File: src/rtl/core/jst_pkg.sv
// Package for the JSON stream tokenizer: event and error codes, container
// states, leaf modes, the input word type and the result word type. No dependencies.
`default_nettype none
package jst_pkg;

  typedef enum logic [3:0] {
    EV_OBJ_OPEN  = 4'd0,
    EV_OBJ_CLOSE = 4'd1,
    EV_NAME_CHAR = 4'd2,
    EV_NAME_END  = 4'd3,
    EV_STR_CHAR  = 4'd4,
    EV_STR_END   = 4'd5,
    EV_NUM_CHAR  = 4'd6,
    EV_NUM_END   = 4'd7,
    EV_TRUE      = 4'd8,
    EV_FALSE     = 4'd9,
    EV_NULL      = 4'd10,
    EV_ARR_OPEN  = 4'd11,
    EV_ARR_CLOSE = 4'd12,
    EV_ERROR     = 4'd13
  } event_t;

  typedef enum logic [2:0] {
    ER_NONE      = 3'd0,
    ER_UNEXP     = 3'd1,
    ER_END       = 3'd2,
    ER_NO_DIGITS = 3'd3,
    ER_POINT     = 3'd4,
    ER_EMPTY     = 3'd5,
    ER_DEEP      = 3'd6
  } err_t;

  // Container state kept in one stack cell.
  typedef enum logic [2:0] {
    S_OBJ_BEGIN = 3'd0,
    S_OBJ_COLON = 3'd1,
    S_OBJ_VALUE = 3'd2,
    S_OBJ_END   = 3'd3,
    S_ARR_BEGIN = 3'd4,
    S_ARR_VALUE = 3'd5,
    S_ARR_END   = 3'd6
  } cstate_t;

  typedef enum logic [2:0] {
    L_NONE  = 3'd0,
    L_NAME  = 3'd1,
    L_STR   = 3'd2,
    L_NUM   = 3'd3,
    L_TRUE  = 3'd4,
    L_FALSE = 3'd5,
    L_NULL  = 3'd6
  } leaf_t;

  // Stack operation broadcast to every cell.
  typedef enum logic [2:0] {
    OP_HOLD  = 3'd0,
    OP_PUSH  = 3'd1,
    OP_POP   = 3'd2,
    OP_WRTOP = 3'd3,
    OP_CLEAR = 3'd4
  } sop_t;

  // On a push, data is the new top and old_top is what the old top becomes.
  typedef struct packed {
    sop_t    op;
    cstate_t data;
    cstate_t old_top;
  } stk_ctl_t;

  // One input word: a text byte or an end-of-input mark.
  typedef struct packed {
    logic       end_of_input;
    logic [7:0] in_char;
  } tok_in_t;

  typedef struct packed {
    logic [3:0] event_kind;
    logic [7:0] char_out;
    logic [5:0] nest_level;
    logic [2:0] error_code;
    logic       last_event;
  } res_t;

  // Expected byte of a literal at a given index.
  function automatic logic [7:0] lit_char(input leaf_t m, input logic [2:0] i);
    logic [7:0] c;
    c = 8'h00;
    case (m)
      L_TRUE: begin
        case (i)
          3'd1: c = "r"; 3'd2: c = "u"; 3'd3: c = "e"; default: c = 8'h00;
        endcase
      end
      L_FALSE: begin
        case (i)
          3'd1: c = "a"; 3'd2: c = "l"; 3'd3: c = "s"; 3'd4: c = "e";
          default: c = 8'h00;
        endcase
      end
      L_NULL: begin
        case (i)
          3'd1: c = "u"; 3'd2: c = "l"; 3'd3: c = "l"; default: c = 8'h00;
        endcase
      end
      default: c = 8'h00;
    endcase
    return c;
  endfunction

endpackage
`default_nettype wire

File: src/rtl/core/jst_cell.sv
// One cell of the container stack: holds one entry and shifts it to its
// neighbors on push and pop. Depends on jst_pkg.
`default_nettype none
module jst_cell (
  input  wire logic             clk,
  input  wire jst_pkg::stk_ctl_t ctl,
  input  wire jst_pkg::cstate_t  from_above,
  input  wire jst_pkg::cstate_t  from_below,
  input  wire logic             is_top,
  output jst_pkg::cstate_t       entry
);
  import jst_pkg::*;

  cstate_t entry_r, entry_nxt;

  // Push shifts down toward deeper cells, pop shifts back up.
  always_comb begin
    entry_nxt = entry_r;
    case (ctl.op)
      OP_PUSH:  entry_nxt = from_above;
      OP_POP:   entry_nxt = from_below;
      OP_WRTOP: if (is_top) begin
        entry_nxt = ctl.data;
      end
      default:  entry_nxt = entry_r;
    endcase
  end

  always_ff @(posedge clk) begin
    entry_r <= entry_nxt;
  end

  assign entry = entry_r;
endmodule
`default_nettype wire

File: config.mk
export PLATFORM = sky130hd
export DESIGN_NAME = jst_cell
export DESIGN_NICKNAME = d
export VERILOG_FILES = /design/src/rtl/core/jst_pkg.sv /design/src/rtl/core/jst_cell.sv
export SDC_FILE = /design/constraint.sdc
export NUM_CORES = 1
export LEC_CHECK = 0
export ABC_CLOCK_PERIOD_IN_PS = 900
export BUFFER_PORTS_ARGS = -buffer_cell sky130_fd_sc_hd__buf_2
export CORE_AREA = 2 2 39 41
export DETAILED_ROUTE_END_ITERATION = 6
export DIE_AREA = 0 0 41 43
export GPL_TIMING_DRIVEN = 0
export PLACE_DENSITY = 0.43
export SYNTH_ARGS = -nofsm -noshare
export SYNTH_HDL_FRONTEND = slang
export SYNTH_SLANG_ARGS = --single-unit
File: constraint.sdc
create_clock -name clk -period 0.9 [get_ports clk]
set_input_delay 0.09 -clock clk [delete_from_list [all_inputs] [get_ports clk]]
set_output_delay 0.09 -clock clk [all_outputs]
set_load 0.02 [all_outputs]
==> flow_summary.toml <==
[timing]
slew_headroom = 0.825
worstMarginPinSlew_ns = 0.261
clock.fmax_mhz = 1180
hold_viol_final = 0
min_period_ns = 0.844
setup-violations-final = 0
grt_setup_unrepaired = "no"
fin_hold_ws_ns = 0.169
final.period_utilization = 0.938
finalSetupTns_ns = 0
setup_ws_ns = 0.0557
maxSlewViolCount = 0

[clock_network]
cts_htree_levels = 1
ctsResizeCount = 0
cts_hold_buf = 0
numCtsBuffers = 3
clock-root-buffer = "clkbuf_4"
post_cts_buffers = 0
clk_path_buf_depth = 2
cts_tree = "done"
cts.clk_slew.worst_paths_ns = 0.03
cts.sinks = 3

[logic_synthesis]
seq_area_frac_synth = 0.493
syn_nets = 30
syn_inst = 13
synth_largest_area_cell = "edfxtp_1"
syn_area_sq_um = 183
synth_cell_types = 7
synth_top_cell_area_share = 0.493
synth_area_leaders = "edfxtp_1, mux2_1, mux2_2"
synth-seq-cells = 3
synth_warnings = 0
syn_area_per_cell_sq_um = 14.1

[grt]
grt_usage = 0.0644
grt_pass1_wl_microns = 676
grt_overflow = 0
grt_max_degree = 6
grt_pass1_vias = 175
antenna_found_initial = 0

[power]
ir_worst_vdd_uv = 350
p_per_area_nw_per_um2 = 1590
leakage_nw = 0.143

[worst_setup_path]
end_kind = "flop"
critical_path_class = "in2reg"
path_max_fanout = 5
cp.arrival_ns = 0.81
startpoint_type = "input pin"
cp.required_ns = 0.87

[place]
dp_slack_ns = -0.180
placed_cells = 45
io_buffers = 16
gp_congestion = 0.644

[finish]
largest_reg_flops = 3
diodes = 0
nets = 51
n_fill_cell = 154
syn_to_final_growth_pct = 71.9
stdcell_count = 49
final_layout_size_suffix_gt1_frac = 0.727

[drt]
drc = 0
drt_iter0_drc = 0
ant_nets = 0
dr.pass1.iters = 1
wirelength_microns = 420
viasPerCell = 3.55
post_drt_wl_per_cell_microns = 8.57
dr_total_vias = 174

[floorplanning]
dieArea_sq_um = 1760
rows = 14
die_h_microns = 43
ios = 20
die_w_microns = 41
start_util = 0.132
core_sq_um = 1380

[hold_path]
hold_path_class = "in2reg"

[flow_run]
max-cap-violations = 0

[status]
outcome = "finished, final reports clean"
## final timing paths
check	from	cells after the start	endpoint	slack, ns
worst min-delay path	from_above[0]	2	entry[0]$_DFFE_PP_	0.17
worst max-delay path	ctl[6]	3	entry[1]$_DFFE_PP_	0.06
## cell usage in the layout, fill, tap and decap left out, drive strengths merged
cell type and instances:
buf 16, mux2 6, clkbuf 4, edfxtp 3, nor2b 1, and3b 1, nor2 1, nor3 1
## per-layer routing
layer,part of all wire,routed length (microns),track usage
met5,0,0,0
met3,0.11,47,0.0314
met2,0.55,232,0.103
met1,0.33,139,0.0518
met4,0,0,0.0600
## area by class of cell
class / count / area [sq um] / area share
clock buffer: 4 / 26.3 / 0.0837
sequential: 3 / 90.1 / 0.287
timing repair buffer: 16 / 80.1 / 0.255
multi-input combinational: 10 / 97.6 / 0.311
tap: 16 / 20.0 / 0.0637
## report_power, final
part           internal [mW]  total, mW  switching, mW
Clock                  0.166      0.227         0.0611
Combinational         0.0505     0.0962         0.0457
Sequential             0.172      0.175        0.00297
Total                  0.388      0.498          0.110
## per-stage QoR
step / total power [mW] / utilization / cell area, sq um
5_1_grt: 0.535 / 0.227 / 314
3_5_place_dp: 0.274 / 0.208 / 288
4_1_cts: 0.510 / 0.227 / 314
6_report: 0.498 / 0.227 / 314
2_1_floorplan: 0.227 / - / 188
3_3_place_gp: 0.272 / 0.208 / 288
## synth_stat cells (all sizes together)
cell,n
mux2,6
edfxtp,3
and3b,1
nor2,1
nor2b,1
nor3,1
## worst max-delay path, cell delays in order
cell    delay (ns)
buf_2         0.13
mux2_1        0.32
mux2_2        0.27
## logic make-up after synthesis
logic type / count (synthesis) / share of synthesized area
DFF: 3 / 0.493
muxes: 6 / 0.370
and+or+nand+nor: 4 / 0.137
No activity file was read; power rests on OpenSTA's default activity.
